$ cat config.mk
export PLATFORM = sky130hd
export DESIGN_NAME = int64_to_decimal_ascii_core
export DESIGN_NICKNAME = d
export VERILOG_FILES = /design/src/rtl/i2da_pkg.sv /design/src/rtl/int64_to_decimal_ascii_core.sv /design/src/rtl/i2da_front.sv /design/src/rtl/i2da_queue.sv /design/src/rtl/i2da_back.sv
export VERILOG_INCLUDE_DIRS = /design/src /design/src/rtl
export SDC_FILE = /design/constraint.sdc
export NUM_CORES = 1
export LEC_CHECK = 0
export ABC_AREA = 1
export BUFFER_PORTS_ARGS = -buffer_cell sky130_fd_sc_hd__buf_2
export CAP_MARGIN = 10
export CORE_ASPECT_RATIO = 2
export CORE_MARGIN = 2
export CORE_UTILIZATION = 43
export DETAILED_ROUTE_END_ITERATION = 8
export HOLD_SLACK_MARGIN = 0.03
export PLACE_DENSITY_LB_ADDON = 0.05
export RECOVER_POWER = 100
export SLEW_MARGIN = 20
export SYNTH_ARGS = -nofsm -noshare
export SYNTH_HDL_FRONTEND = slang
export SYNTH_HIERARCHICAL = 1
export SYNTH_SLANG_ARGS = --single-unit
$ cat constraint.sdc
create_clock -name clk_i -period 10.4 [get_ports clk_i]
set_input_delay 1.04 -clock clk_i [delete_from_list [all_inputs] [get_ports clk_i]]
set_output_delay 1.04 -clock clk_i [all_outputs]
set_load 0.01 [all_outputs]
$ cat src/rtl/assert_macros.svh
// Assertion helper macros for the decimal formatter RTL.
// Needs clk_i and rst_ni in the scope of each use.
`ifndef ASSERT_MACROS_SVH
`define ASSERT_MACROS_SVH

// Property must hold at every clock edge outside reset.
`define ASSERT_AT(lbl, prop) \
  lbl: assert property (@(posedge clk_i) disable iff (!rst_ni) (prop)) \
    else $error("assertion failed");

// Condition must never be seen at a clock edge outside reset.
`define ASSERT_NEVER(lbl, cond) \
  lbl: assert property (@(posedge clk_i) disable iff (!rst_ni) !(cond)) \
    else $error("forbidden condition seen");

`endif

$ cat src/rtl/i2da_pkg.sv
// Shared types and constants for the 64-bit decimal ASCII formatter.
// No dependencies.
`default_nettype none

package i2da_pkg;

  localparam int unsigned ValW     = 64;
  localparam int unsigned NumDigits = 20;
  localparam int unsigned BcdW     = 4 * NumDigits;
  localparam int unsigned DigCntW  = $clog2(NumDigits + 1);
  localparam int unsigned BitCntW  = $clog2(ValW);
  localparam int unsigned CharW    = 6;
  localparam int unsigned QDepth   = 2;
  localparam int unsigned QPtrW    = $clog2(QDepth);
  localparam int unsigned QCntW    = $clog2(QDepth + 1);

  localparam logic [CharW-1:0] CharZero  = 6'd48;
  localparam logic [CharW-1:0] CharMinus = 6'd45;

  // Classified word: magnitude and sign
  typedef struct packed {
    logic [ValW-1:0] mag;
    logic            neg;
  } job_t;

  // Queue status seen by the front and back
  typedef struct packed {
    logic full;
    logic empty;
  } q_stat_t;

endpackage

`default_nettype wire

$ cat src/rtl/int64_to_decimal_ascii_core.sv
// Top level of the 64-bit decimal ASCII formatter: front end, queue, back end.
// Depends on i2da_pkg, i2da_front, i2da_queue, i2da_back and assert_macros.svh.
`default_nettype none
`include "assert_macros.svh"

// A word is taken when start is high and busy is low. Its decimal text
// comes out one character per out_valid_o pulse, most significant first,
// with last_char_o on the final character; the receiver must take every
// character in the cycle it is shown. The back end loads the word, runs a
// shift-and-add-3 conversion over all 64 bits, strips leading zeros while
// keeping at least one digit, and then emits one character per cycle ('-'
// first if negative, then the digits). Ahead of the back end a word is
// held in the front stage register and then in the queue. The front stage
// and a two-word queue take up to three further words while one is being
// converted.
module int64_to_decimal_ascii_core import i2da_pkg::*; (
  input  wire logic             clk_i,
  input  wire logic             rst_ni,
  input  wire logic             start,
  output logic                  busy,
  input  wire logic [ValW-1:0]  raw_value_i,
  input  wire logic             interpret_signed_i,
  output logic                  out_valid_o,
  output logic [CharW-1:0]      ascii_char_o,
  output logic                  last_char_o
);

  q_stat_t q_stat;
  job_t    fe_job, q_job;
  logic    push, pop;

  // Front end: accept and classify
  i2da_front u_front (
    .clk_i              (clk_i),
    .rst_ni             (rst_ni),
    .start              (start),
    .busy               (busy),
    .raw_value_i        (raw_value_i),
    .interpret_signed_i (interpret_signed_i),
    .q_stat_i           (q_stat),
    .push_o             (push),
    .job_o              (fe_job)
  );

  // Queue between the two halves
  i2da_queue u_queue (
    .clk_i  (clk_i),
    .rst_ni (rst_ni),
    .push_i (push),
    .job_i  (fe_job),
    .pop_i  (pop),
    .job_o  (q_job),
    .stat_o (q_stat)
  );

  // Back end: convert and emit
  i2da_back u_back (
    .clk_i        (clk_i),
    .rst_ni       (rst_ni),
    .job_i        (q_job),
    .job_valid_i  (!q_stat.empty),
    .pop_o        (pop),
    .out_valid_o  (out_valid_o),
    .ascii_char_o (ascii_char_o),
    .last_char_o  (last_char_o)
  );

  // Checks
  `ASSERT_NEVER(a_q_no_overflow, push && q_stat.full)
  `ASSERT_NEVER(a_q_no_underflow, pop && q_stat.empty)
  `ASSERT_AT(a_gap_after_last, (out_valid_o && last_char_o) |=> !out_valid_o)

endmodule

`default_nettype wire

$ cat src/rtl/i2da_front.sv
// Front end: takes a word, works out its sign and magnitude, hands it to the queue.
// Depends on i2da_pkg.
`default_nettype none

module i2da_front import i2da_pkg::*; (
  input  wire logic            clk_i,
  input  wire logic            rst_ni,
  input  wire logic            start,
  output logic                 busy,
  input  wire logic [ValW-1:0] raw_value_i,
  input  wire logic            interpret_signed_i,
  input  wire q_stat_t         q_stat_i,
  output logic                 push_o,
  output job_t                 job_o
);

  logic valid_q, valid_d;
  job_t job_q, job_d;
  logic accept, neg;

  // Hold stage stalls only when queue is full
  assign busy   = valid_q && q_stat_i.full;
  assign accept = start && !busy;
  assign push_o = valid_q && !q_stat_i.full;
  assign job_o  = job_q;

  // Classify: negative only in signed mode with the top bit set
  always_comb begin
    neg       = interpret_signed_i && raw_value_i[ValW-1];
    job_d.neg = neg;
    job_d.mag = neg ? (~raw_value_i + {{(ValW-1){1'b0}}, 1'b1}) : raw_value_i;
    valid_d   = valid_q;
    if (accept) begin
      valid_d = 1'b1;
    end else if (push_o) begin
      valid_d = 1'b0;
    end
  end

  always_ff @(posedge clk_i or negedge rst_ni) begin
    if (!rst_ni) begin
      valid_q <= 1'b0;
    end else begin
      valid_q <= valid_d;
    end
  end

  always_ff @(posedge clk_i) begin
    if (accept) begin
      job_q <= job_d;
    end
  end

endmodule

`default_nettype wire

$ cat src/rtl/i2da_queue.sv
// Short word queue between front and back end.
// Depends on i2da_pkg.
`default_nettype none

module i2da_queue import i2da_pkg::*; (
  input  wire logic clk_i,
  input  wire logic rst_ni,
  input  wire logic push_i,
  input  wire job_t job_i,
  input  wire logic pop_i,
  output job_t      job_o,
  output q_stat_t   stat_o
);

  job_t             entry_q [QDepth];
  logic [QPtrW-1:0] wr_ptr_q, rd_ptr_q;
  logic [QCntW-1:0] cnt_q;
  logic             do_push, do_pop;

  assign stat_o.full  = (cnt_q == QCntW'(QDepth));
  assign stat_o.empty = (cnt_q == '0);
  assign do_push      = push_i && !stat_o.full;
  assign do_pop       = pop_i && !stat_o.empty;
  assign job_o        = entry_q[rd_ptr_q];

  // Pointers and fill count
  always_ff @(posedge clk_i or negedge rst_ni) begin
    if (!rst_ni) begin
      wr_ptr_q <= '0;
      rd_ptr_q <= '0;
      cnt_q    <= '0;
    end else begin
      if (do_push) begin
        wr_ptr_q <= (wr_ptr_q == QPtrW'(QDepth - 1)) ? '0 : wr_ptr_q + 1'b1;
      end
      if (do_pop) begin
        rd_ptr_q <= (rd_ptr_q == QPtrW'(QDepth - 1)) ? '0 : rd_ptr_q + 1'b1;
      end
      if (do_push && !do_pop) begin
        cnt_q <= cnt_q + 1'b1;
      end else if (do_pop && !do_push) begin
        cnt_q <= cnt_q - 1'b1;
      end
    end
  end

  // Storage
  always_ff @(posedge clk_i) begin
    if (do_push) begin
      entry_q[wr_ptr_q] <= job_i;
    end
  end

endmodule

`default_nettype wire

$ cat src/rtl/i2da_back.sv
// Back end: shift-and-add-3 binary to BCD, then emits sign and digits MSB first.
// Depends on i2da_pkg.
`default_nettype none

module i2da_back import i2da_pkg::*; (
  input  wire logic       clk_i,
  input  wire logic       rst_ni,
  input  wire job_t       job_i,
  input  wire logic       job_valid_i,
  output logic            pop_o,
  output logic            out_valid_o,
  output logic [CharW-1:0] ascii_char_o,
  output logic            last_char_o
);

  typedef enum logic [2:0] {
    StIdle,
    StConv,
    StSkip,
    StSign,
    StDigit
  } state_e;

  state_e             state_q;
  logic [ValW-1:0]    bin_q;
  logic [BcdW-1:0]    bcd_q;
  logic [BcdW-1:0]    bcd_adj;
  logic               neg_q;
  logic [BitCntW-1:0] bit_cnt_q;
  logic [DigCntW-1:0] dig_left_q;
  logic [3:0]         top_dig;
  logic               out_valid_q, last_q;
  logic [CharW-1:0]   char_q;

  assign pop_o        = (state_q == StIdle) && job_valid_i;
  assign out_valid_o  = out_valid_q;
  assign ascii_char_o = char_q;
  assign last_char_o  = last_q;
  assign top_dig      = bcd_q[BcdW-1 -: 4];

  // Add 3 to every BCD digit of 5 or more before the shift
  always_comb begin
    for (int i = 0; i < NumDigits; i++) begin
      bcd_adj[4*i +: 4] = (bcd_q[4*i +: 4] >= 4'd5) ? bcd_q[4*i +: 4] + 4'd3
                                                      : bcd_q[4*i +: 4];
    end
  end

  // Sequencer with registered character outputs
  always_ff @(posedge clk_i or negedge rst_ni) begin
    if (!rst_ni) begin
      state_q     <= StIdle;
      bin_q       <= '0;
      bcd_q       <= '0;
      neg_q       <= 1'b0;
      bit_cnt_q   <= '0;
      dig_left_q  <= '0;
      out_valid_q <= 1'b0;
      last_q      <= 1'b0;
      char_q      <= '0;
    end else begin
      out_valid_q <= 1'b0;
      last_q      <= 1'b0;
      case (state_q)
        StIdle: begin
          if (job_valid_i) begin
            bin_q     <= job_i.mag;
            neg_q     <= job_i.neg;
            bcd_q     <= '0;
            bit_cnt_q <= '0;
            state_q   <= StConv;
          end
        end
        StConv: begin
          bcd_q     <= {bcd_adj[BcdW-2:0], bin_q[ValW-1]};
          bin_q     <= {bin_q[ValW-2:0], 1'b0};
          bit_cnt_q <= bit_cnt_q + 1'b1;
          if (bit_cnt_q == BitCntW'(ValW - 1)) begin
            dig_left_q <= DigCntW'(NumDigits);
            state_q    <= StSkip;
          end
        end
        StSkip: begin
          // drop leading zeros, keeping at least one digit
          if (top_dig == 4'd0 && dig_left_q != DigCntW'(1)) begin
            bcd_q      <= {bcd_q[BcdW-5:0], 4'd0};
            dig_left_q <= dig_left_q - 1'b1;
          end else begin
            state_q <= neg_q ? StSign : StDigit;
          end
        end
        StSign: begin
          out_valid_q <= 1'b1;
          char_q      <= CharMinus;
          state_q     <= StDigit;
        end
        StDigit: begin
          out_valid_q <= 1'b1;
          char_q      <= CharZero + {{(CharW-4){1'b0}}, top_dig};
          last_q      <= (dig_left_q == DigCntW'(1));
          bcd_q       <= {bcd_q[BcdW-5:0], 4'd0};
          dig_left_q  <= dig_left_q - 1'b1;
          if (dig_left_q == DigCntW'(1)) begin
            state_q <= StIdle;
          end
        end
        default: begin
          state_q <= StIdle;
        end
      endcase
    end
  end

endmodule

`default_nettype wire
### Yosys cells after proc, flatten, opt, wreduce, memory -nomap -nowiden

Memories as Yosys holds them, arrays and structs flattened.
Cells that the tools add are included.

* $add $sub $neg: 28
* order comparisons: 20
* equality and inequality tests: 13
* muxes and demuxes: 48
* bitwise gates (word level): 2
* reductions and logical operators: 30

Operators by type and width (count)
* $pmux W80 S4: 1
* $mux W80: 2
* $mux W64: 2
* $pmux W64 S2: 1
* $ge A4 B3 Y1 const B: 20
* $add A4 B2 Y4 const B: 19
* $mux W4: 19
* $add A64 B1 Y64 const B: 1
* $not A64 Y64: 1
* $pmux W6 S2: 2
* $mux W3: 6
* $pmux W3 S5: 1
* $pmux W5 S3: 1
* $logic_and A1 B1 Y1: 10
* $mux W5: 2
* $mux W1: 8
* $reduce_bool A2 Y1: 4
* $add A5 B5 Y6 const A: 1
* $add A6 B1 Y6 const B: 1
* $eq A3 B2 Y1 const B: 2
* $eq A6 B6 Y1 const B: 1
* $mux W6: 1
* $ne A2 B1 Y1 const B: 3
* $reduce_and A3 Y1: 2
* 22 further kinds: 30

* flip-flop bits (word level): 237
* bits in writable memories: 130
* input port bits: 68
* word-level logic and storage cells: 157
* memories kept: 1

Memories
* u_queue.entry_q: depth 2, bits a word 65, rd ports 1, clocked after Yosys merged registers in 0, wr ports 1, RTL line i2da_queue.sv:15 `job_t entry_q [QDepth];`

### Depth between registers and ports, before layout

Gate-level depths: netlist (run 1).

* depth after elaboration: 8
* depth in mapped cells: 13

### By module

Netlist (run 1), hierarchy kept.

Modules (own cells, without submodules)
* i2da_back: instances 1, cells each 1403, area an instance 9840.7 um2, sequential area each 4179.0 um2
* i2da_queue: instances 1, cells each 371, area an instance 4947.2 um2, sequential area each 4003.8 um2
* i2da_front: instances 1, cells each 554, area an instance 4365.4 um2, sequential area each 1976.9 um2
* int64_to_decimal_ascii_core: instances 1, cells each 1, area an instance 3.8 um2, sequential area each 0.0 um2

### Worst setup path before layout (run 1)

Ideal clock, no wire load.

* kind: input to register
* start point: in start
* end point: reg u_front.job_q, in the netlist u_front/job_o[0] (enable)
* setup time: 488 ps
* data arrival time: 3790 ps
* data required time: 9912 ps
* path slack: 6122 ps
* cell stages on the path: 2
* cells stage by stage: inv_1 nor2_1

* cells in the longest elaborated chain, start to end: 1

RTL lines
* start: declaration: RTL line int64_to_decimal_ascii_core.sv:19 `input wire logic start,`
* $logic_and A1 B1 Y1: RTL line i2da_front.sv:23 `assign accept = start && !busy;`
* net u_front.accept: RTL line i2da_front.sv:19 `logic accept, neg;`
* end signal: assignment: RTL line i2da_front.sv:50 `job_q <= job_d;`
* end: declaration: RTL line i2da_front.sv:18 `job_t job_q, job_d;`

The timed path passes the listed nets, and every way through them passes these cells.
A chain may end at the register's enable or synchronous reset.

### Final worst setup path (run 1)

* start point: reg u_back.state_q[1]
* end point: reg u_back.bit_cnt_q[3]

* cells in the longest elaborated chain, start to end: 3
* elaborated cells between the ends (all ways): 6

RTL lines
* start: declaration: RTL line i2da_back.sv:24 `state_e state_q;`
* start signal: assignment: RTL line i2da_back.sv:52 `state_q <= StIdle;`
* start signal: assignment: RTL line i2da_back.sv:71 `state_q <= StConv;`
* start signal: assignment: RTL line i2da_back.sv:80 `state_q <= StSkip;`
* $eq A3 B1 Y1 or $logic_not A3 Y1 (tied branches): RTL line i2da_back.sv:64 `case (state_q)`
* $reduce_bool A2 Y1 (no line) or $ne A2 B2 Y1 (tied branches)
* $reduce_and A2 Y1 (no line)
* end signal: assignment: RTL line i2da_back.sv:77 `bit_cnt_q <= bit_cnt_q + 1'b1;`
* end: declaration: RTL line i2da_back.sv:29 `logic [BitCntW-1:0] bit_cnt_q;`

Parallel ways exist; a longest one is shown, timed or not.

==> impl_metrics.tcl, run 1 <==
set metrics [dict create \
    rsz0062_at_grt "false" \
    post-route-period-util_pct 57.95 \
    placed_cell_area_um2 19970 \
    syn_area_um2 19160 \
    cap_violations 13 \
    grt_overflow_total 0 \
    slew-limit-headroom_pct -157.5 \
    cts_hold_buf 0 \
    area_growth_pct 8.857 \
    cts_root_buf "clkbuf_16" \
    worstPathCellList "nor2_1 > nand2_1 > clkbuf_1 > clkinvlp_2 > nor2_4 > buf_4 > inv_1 > o21ai_0" \
    ys_seq_elements 367 \
    crit_required_ns 10.85 \
    power_mw 4.344 \
    fin_nets 2498 \
    worstMarginPinSlew_ns 3.863 \
    fin_tns_setup_ns 0 \
    io_pins 77 \
    clockBufferDepth 3 \
    drive_gt1_share_pct 6.307 \
    post-place-cells 2901 \
    worst_slack_ns 4.373 \
    setup_viol_count_final 0 \
    netlist_instances 2329 \
    pre_cts_slack_ns 7.207 \
    worst-setup-path-type "reg -> reg" \
    via_per_inst 5.080 \
    cp-end-kind "flop" \
    io_buffers 76 \
    grt_pass1_vias 15050 \
    hold_viol 0 \
    hold_ws_ns 0.4399 \
    yosysWarningCount 6 \
    cellPowerDensity_nw_per_um2 208.3 \
    crit_arrival_ns 6.48 \
    die_height_um 302.5 \
    ant_nets 0 \
    grt_max_degree 78 \
    drc_errors 0 \
    drt_iter0_drc 715 \
    avgSynthCellArea_um2 8.225 \
    insertion_delay_ns 0.53 \
    final_util_pct 47.34 \
    reg2reg_slack_ns 4.37 \
    grt_pass1_wl_um 77850 \
    gp_congestion 0.8796 \
    fp-row-count 109 \
    start_util_pct 43.49 \
    antenna_cells 0 \
    final-instance-count-excl-fill 2965 \
    synth-edff-count 195 \
    antenna_found_initial 0 \
    async_reset_ff_share_pct 46.87 \
    status "complete, but fails checks" \
    routed_wl_um 47570 \
    clock_sinks 367 \
    htree_levels 2 \
    hold_path.class "reg -> reg" \
    cts_tree "done" \
    fill_cells 4416 \
    drv_slew 619 \
    cts_resized 0 \
    violations "capacitance limit, slew limit" \
    die_x_um 153.3 \
    hpwl_um 34020 \
    p_leak_nw 9.792 \
    grtUsageTotal_pct 20.71 \
    wl_per_cell_um 16.05 \
    synthDistinctLibCells 38 \
    yosysSeqAreaShare_pct 53.03 \
    period_needed_ns 6.027 \
    syn-num-nets 2443 \
    die-area_um2 46360 \
    vias 15060 \
    postLayoutCellArea_um2 20850 \
    numCtsBuffers 36 \
    post_cts_buffers 0 \
    fmax_ghz 0.1659 \
    ir_worst_vdd_uv 107.1 \
    critPathMaxStageDelay_ns 2.12 \
    core_area_um2 44050 \
    worstSetupStartpointType "flop" \
    clk_pin_slew_worst_paths_ns 0.06 \
    clock-skew-final_ns 0.01306 \
    slowest_stage "clkinvlp_2" \
    crit_path_max_fanout 53 \
    synth-main-ff-cell "edfxtp_1" \
    firstDrtPassIters 5 \
]
==> cells in the final DEF (no fill, tap or decap), types with 5 or more instances in the layout <==
cell type / synthesis / final
inv_2: 8 / 5
xor2_1: 19 / 19
inv_1: 188 / 189
edfxtp_1: 195 / 195
nand4_1: 60 / 60
buf_2: 45 / 65
a21oi_1: 62 / 62
nor2_2: 7 / 5
o22ai_1: 38 / 38
xnor2_1: 16 / 16
clkbuf_1: 11 / 30
nand2_1: 1042 / 1046
ha_1: 46 / 46
o21ai_0: 70 / 76
buf_4: 8 / 7
clkinv_1: 0 / 6
nor2_1: 122 / 126
clkbuf_16: 0 / 36
clkinv_2: 0 / 8
dfrtp_1: 172 / 171
nor2_4: 8 / 7
nand3_1: 154 / 158
==> power breakdown <==
group	switching [mW]	total [mW]	leakage [nW]	internal, mW
Combinational	0.657	0.993	5.21	0.336
Sequential	0.195	2.12	4.06	1.93
Clock	0.551	1.23	0.531	0.675
==> path summary, 6_finish.rpt <==
check | start | end | cells past startpoint
min in group asynchronous | rst_ni | u_back/dig_left_q[0]$_DFFE_PN0P_ | 1
worst max-delay path | u_back/state_q[1]$_DFFE_PN0P_ | u_back/bit_cnt_q[3]$_DFFE_PN0P_ | 8
worst min-delay path | u_front/job_o[6]$_DFFE_PP_ | u_queue/entry_q[1][6]$_DFFE_PP_ | 0
worst min register to register | u_front/job_o[6]$_DFFE_PP_ | u_queue/entry_q[1][6]$_DFFE_PP_ | 0
max in group asynchronous | rst_ni | u_back/bcd_q[7]$_DFFE_PN0P_ | 2
worst max register to register | u_back/state_q[1]$_DFFE_PN0P_ | u_back/bit_cnt_q[3]$_DFFE_PN0P_ | 8
==> synthesized netlist by cell type, drive strengths merged, types with 19 or more instances <==
cell type | count | area [um2]
a21oi | 62 | 310.3
buf | 64 | 371.6
dfrtp | 172 | 4304
edfxtp | 195 | 5856
ha | 46 | 575.6
inv | 196 | 735.7
nand2 | 1050 | 3981
nand3 | 160 | 845.8
nand4 | 60 | 375.4
nor2 | 138 | 611.8
o21ai | 82 | 463.0
o22ai | 38 | 237.7
xor2 | 19 | 166.4
==> logic make-up after synthesis <==
group | after synthesis | share of synthesized area, %
adder cells (fa/ha/maj) | 46 | 3.004
XOR/XNOR | 35 | 1.600
flip-flops | 367 | 53.03
AND/OR/NAND/NOR | 1419 | 30.70
buffers and inverters | 271 | 5.996
AO/OA/AOI/OAI | 191 | 5.663
==> area by class of cell <==
type / instances / area, um2 / share of cell area, %
multi-input combinational: 1691 / 7734 / 37.09
clock inverter: 17 / 122.6 / 0.5880
tap: 555 / 694.4 / 3.330
inverter: 196 / 737.0 / 3.534
sequential: 367 / 10160 / 48.72
timing repair buffer: 92 / 452.9 / 2.172
clock buffer: 47 / 952.2 / 4.566
==> layer usage <==
metal	track usage [%]	vias to the layer above	wire length (um)
li1	-	7645	-
met2	40.83	265	26290
met5	0	-	0
met3	1.757	87	1171
met1	22.75	7065	18310
met4	7.848	0	1797
==> state kept, by name, summed over array words and instances (netlist names), 3 cells and up <==
name                 cells
u_queue/entry_q        130
u_back/ascii_char_o      6
u_back/dig_left_q        5
u_back/state_q           3
u_back/bin_q            64
u_back/bcd_q            80
u_front/job_o           65
u_back/bit_cnt_q         6
==> worst max-delay path: cells and delay by family, from the launching register on <==
family                 cells  cell delay [ns]
AO/OA/AOI/OAI              1             0.16
buffers and inverters      4             4.35
flip-flops                 1             0.42
AND/OR/NAND/NOR            3             0.97
(Power assumes the default switching activity.)
==> inputs of run 2 (changes only) <==
==> constraint.sdc (replaced) <==
create_clock -name clk_i -period 4.89 [get_ports clk_i]
set_input_delay 0.489 -clock clk_i [delete_from_list [all_inputs] [get_ports clk_i]]
set_output_delay 0.489 -clock clk_i [all_outputs]
set_load 0.01 [all_outputs]
==> run 2 against run 1 <==
Net effect:
- the flow still finishes with violations (capacitance limit, slew limit)
- core utilization grew 0.27 points
- combinational power grew 110%
- critical path depth shrank 1
- clock power grew 120%
- global-route usage shrank 0.19 points
- first-iteration DRC count grew 1.8%
- sequential share of layout area shrank 0.28 points
- largest cell class unchanged
- largest power group unchanged
==> impl_metrics.tcl, run 2 (synthesized netlist as in run 1, its figures left out) <==
set metrics [dict create \
    final_util_pct 47.61 \
    setup_viol_count_final 0 \
    clock_sinks 367 \
    hold_viol 0 \
    mostFrequentLayoutCells "nand2_1, edfxtp_1, inv_1, dfrtp_1, nand3_1" \
    reg2reg_slack_ns 1.14 \
    grt_pass1_vias 15100 \
    routed_wl_um 47060 \
    min_from "raw_value_i[0]" \
    ir_worst_vdd_uv 215.9 \
    firstDrtPassIters 4 \
    insertion_delay_ns 0.53 \
    post-route-period-util_pct 78.08 \
    via_per_inst 5.076 \
    p_seq_share_pct 48.3 \
    hpwl_um 33570 \
    grt_max_degree 93 \
    antenna_found_initial 0 \
    cts_root_buf "clkbuf_16" \
    status "complete, but fails checks" \
    cap_violations 6 \
    grtUsageTotal_pct 20.52 \
    numCtsBuffers 36 \
    mostFrequentLayoutCell "nand2_1" \
    r2r_cells 6 \
    gp_congestion 0.9382 \
    antenna_cells 0 \
    drc_errors 0 \
    ant_nets 0 \
    r2r_start "u_queue/cnt_q[1]$_DFFE_PN0P_" \
    violations "capacitance limit, slew limit" \
    crit_required_ns 5.17 \
    clock-skew-final_ns 0.02133 \
    clockBufferDepth 3 \
    core_area_um2 44050 \
    hold_depth 1 \
    grt_pass1_wl_um 76960 \
    hold_ws_ns 0.1743 \
    drv_slew 289 \
    io_buffers 76 \
    fmax_ghz 0.2619 \
    final-instance-count-excl-fill 2968 \
    clk_pin_slew_worst_paths_ns 0.06 \
    fp-row-count 109 \
    post-place-cells 2904 \
    cts_hold_buf 0 \
    cp-end-kind "flop" \
    hold_path.class "in -> reg" \
    start_util_pct 43.49 \
    io_pins 77 \
    pwr-share-comb_pct 22.7 \
    hold_end "u_front/job_o[1]$_DFFE_PP_" \
    vias 15070 \
    r2r-end "u_front/job_o[52]$_DFFE_PP_" \
    rsz0062_at_grt "false" \
    largest_reg_flops 130 \
    drive_gt1_share_pct 6.962 \
    worstMarginPinSlew_ns 3.386 \
    slew-limit-headroom_pct -125.7 \
    fin_nets 2501 \
    worst-setup-path-type "in -> reg" \
    pwr-share-clk_pct 29.0 \
    period_needed_ns 3.818 \
    die_x_um 153.3 \
    die_height_um 302.5 \
    cts_tree "done" \
    worstSetupStartpointType "input port" \
    cellPowerDensity_nw_per_um2 441.5 \
    htree_levels 2 \
    swShare_pct 32.31 \
    die-area_um2 46360 \
    cts_resized 0 \
    fin_tns_setup_ns 0 \
    area_growth_pct 9.484 \
    drt_iter0_drc 728 \
    wl_per_cell_um 15.85 \
    regMostFlops "u_queue/entry_q" \
    crit_arrival_ns 4.10 \
    crit_path_max_fanout 38 \
    p_leak_nw 9.849 \
    internal_power_mw 6.268 \
    p_switching_mw 2.992 \
    post_cts_buffers 0 \
    grt_overflow_total 0 \
]
-- run 2: changes by cell type in the layout (fill, tap and decap cells not counted), moves of 2 or more --
cell	delta
buf_2	-2
clkbuf_2	+3
clkinv_1	-4
clkbuf_1	-5
nand3_2	+2
clkbuf_8	+3
buf_4	+4
o21ai_1	-2
clkinvlp_4	+3
clkinv_2	-2
nand3_1	-2
-- run 2: worst max-delay path: stages --
cell,delay [ns]
clkbuf_1,0.08
nand2_1,0.42
inv_1,0.72
clkbuf_1,1.38
nand2_1,0.62
nand4_1,0.26
nand2_1,0.08
-- run 2: worst max-delay path by stage --
stage / start / endpoint / slack (ns) / cells after the start
after floorplan: u_queue/cnt_q[1]$_DFFE_PN0P_ / u_queue/entry_q[1][0]$_DFFE_PP_ / 0.92 / 5
final: raw_value_i[63] / u_front/job_o[44]$_DFFE_PP_ / 1.07 / 7
after global routing: u_queue/cnt_q[1]$_DFFE_PN0P_ / u_front/job_o[48]$_DFFE_PP_ / 0.77 / 6
after global placement: u_back/state_q[1]$_DFFE_PN0P_ / u_back/bin_q[56]$_DFFE_PN0P_ / 1.92 / 8
after detailed placement: u_back/state_q[1]$_DFFE_PN0P_ / u_back/bin_q[52]$_DFFE_PN0P_ / 1.88 / 8
after CTS: u_back/state_q[1]$_DFFE_PN0P_ / u_back/bin_q[52]$_DFFE_PN0P_ / 1.84 / 8
-- run 2: per-layer routing --
layer / global-route usage (%) / share of wire [%] / vias to the layer above
met2: 40.49 / 55 / 254
met4: 9.171 / 4.5 / 0
met3: 1.628 / 2.3 / 91
met1: 22.00 / 38 / 7060
met5: 0 / 0 / -
li1: - / - / 7660
-- run 2: stage by stage --
stage               total power [mW]  cell area, um2  setup WS, ns
floorplan                      6.053           19160        0.9224
global placement               6.604           20010         1.919
finish                         9.260           20970         1.072
global route                   9.953           20970        0.7711
CTS                            9.421           21130         1.838
detailed placement             6.686           20010         1.875
-- run 2: cell type report --
type / instances / area [um2]
fillers: 4387 / 23080
flip-flops and latches: 367 / 10160
multi-input cells: 1691 / 7759
clock buffers: 48 / 985.9
inverters: 196 / 737.0
well taps: 555 / 694.4
repair buffers: 95 / 496.7
clock inverters: 16 / 140.1
-- run 2: power by group through the flow --
| stage | Clock (mW) | Sequential (mW) | Combinational (mW) |
|---|---|---|---|
| after floorplan | 0 | 4.42 | 1.64 |
| after global placement | 0 | 4.51 | 2.10 |
| after detailed placement | 0 | 4.53 | 2.16 |
| after CTS | 2.79 | 4.47 | 2.17 |
| after global routing | 2.89 | 4.56 | 2.50 |
| final | 2.68 | 4.48 | 2.10 |
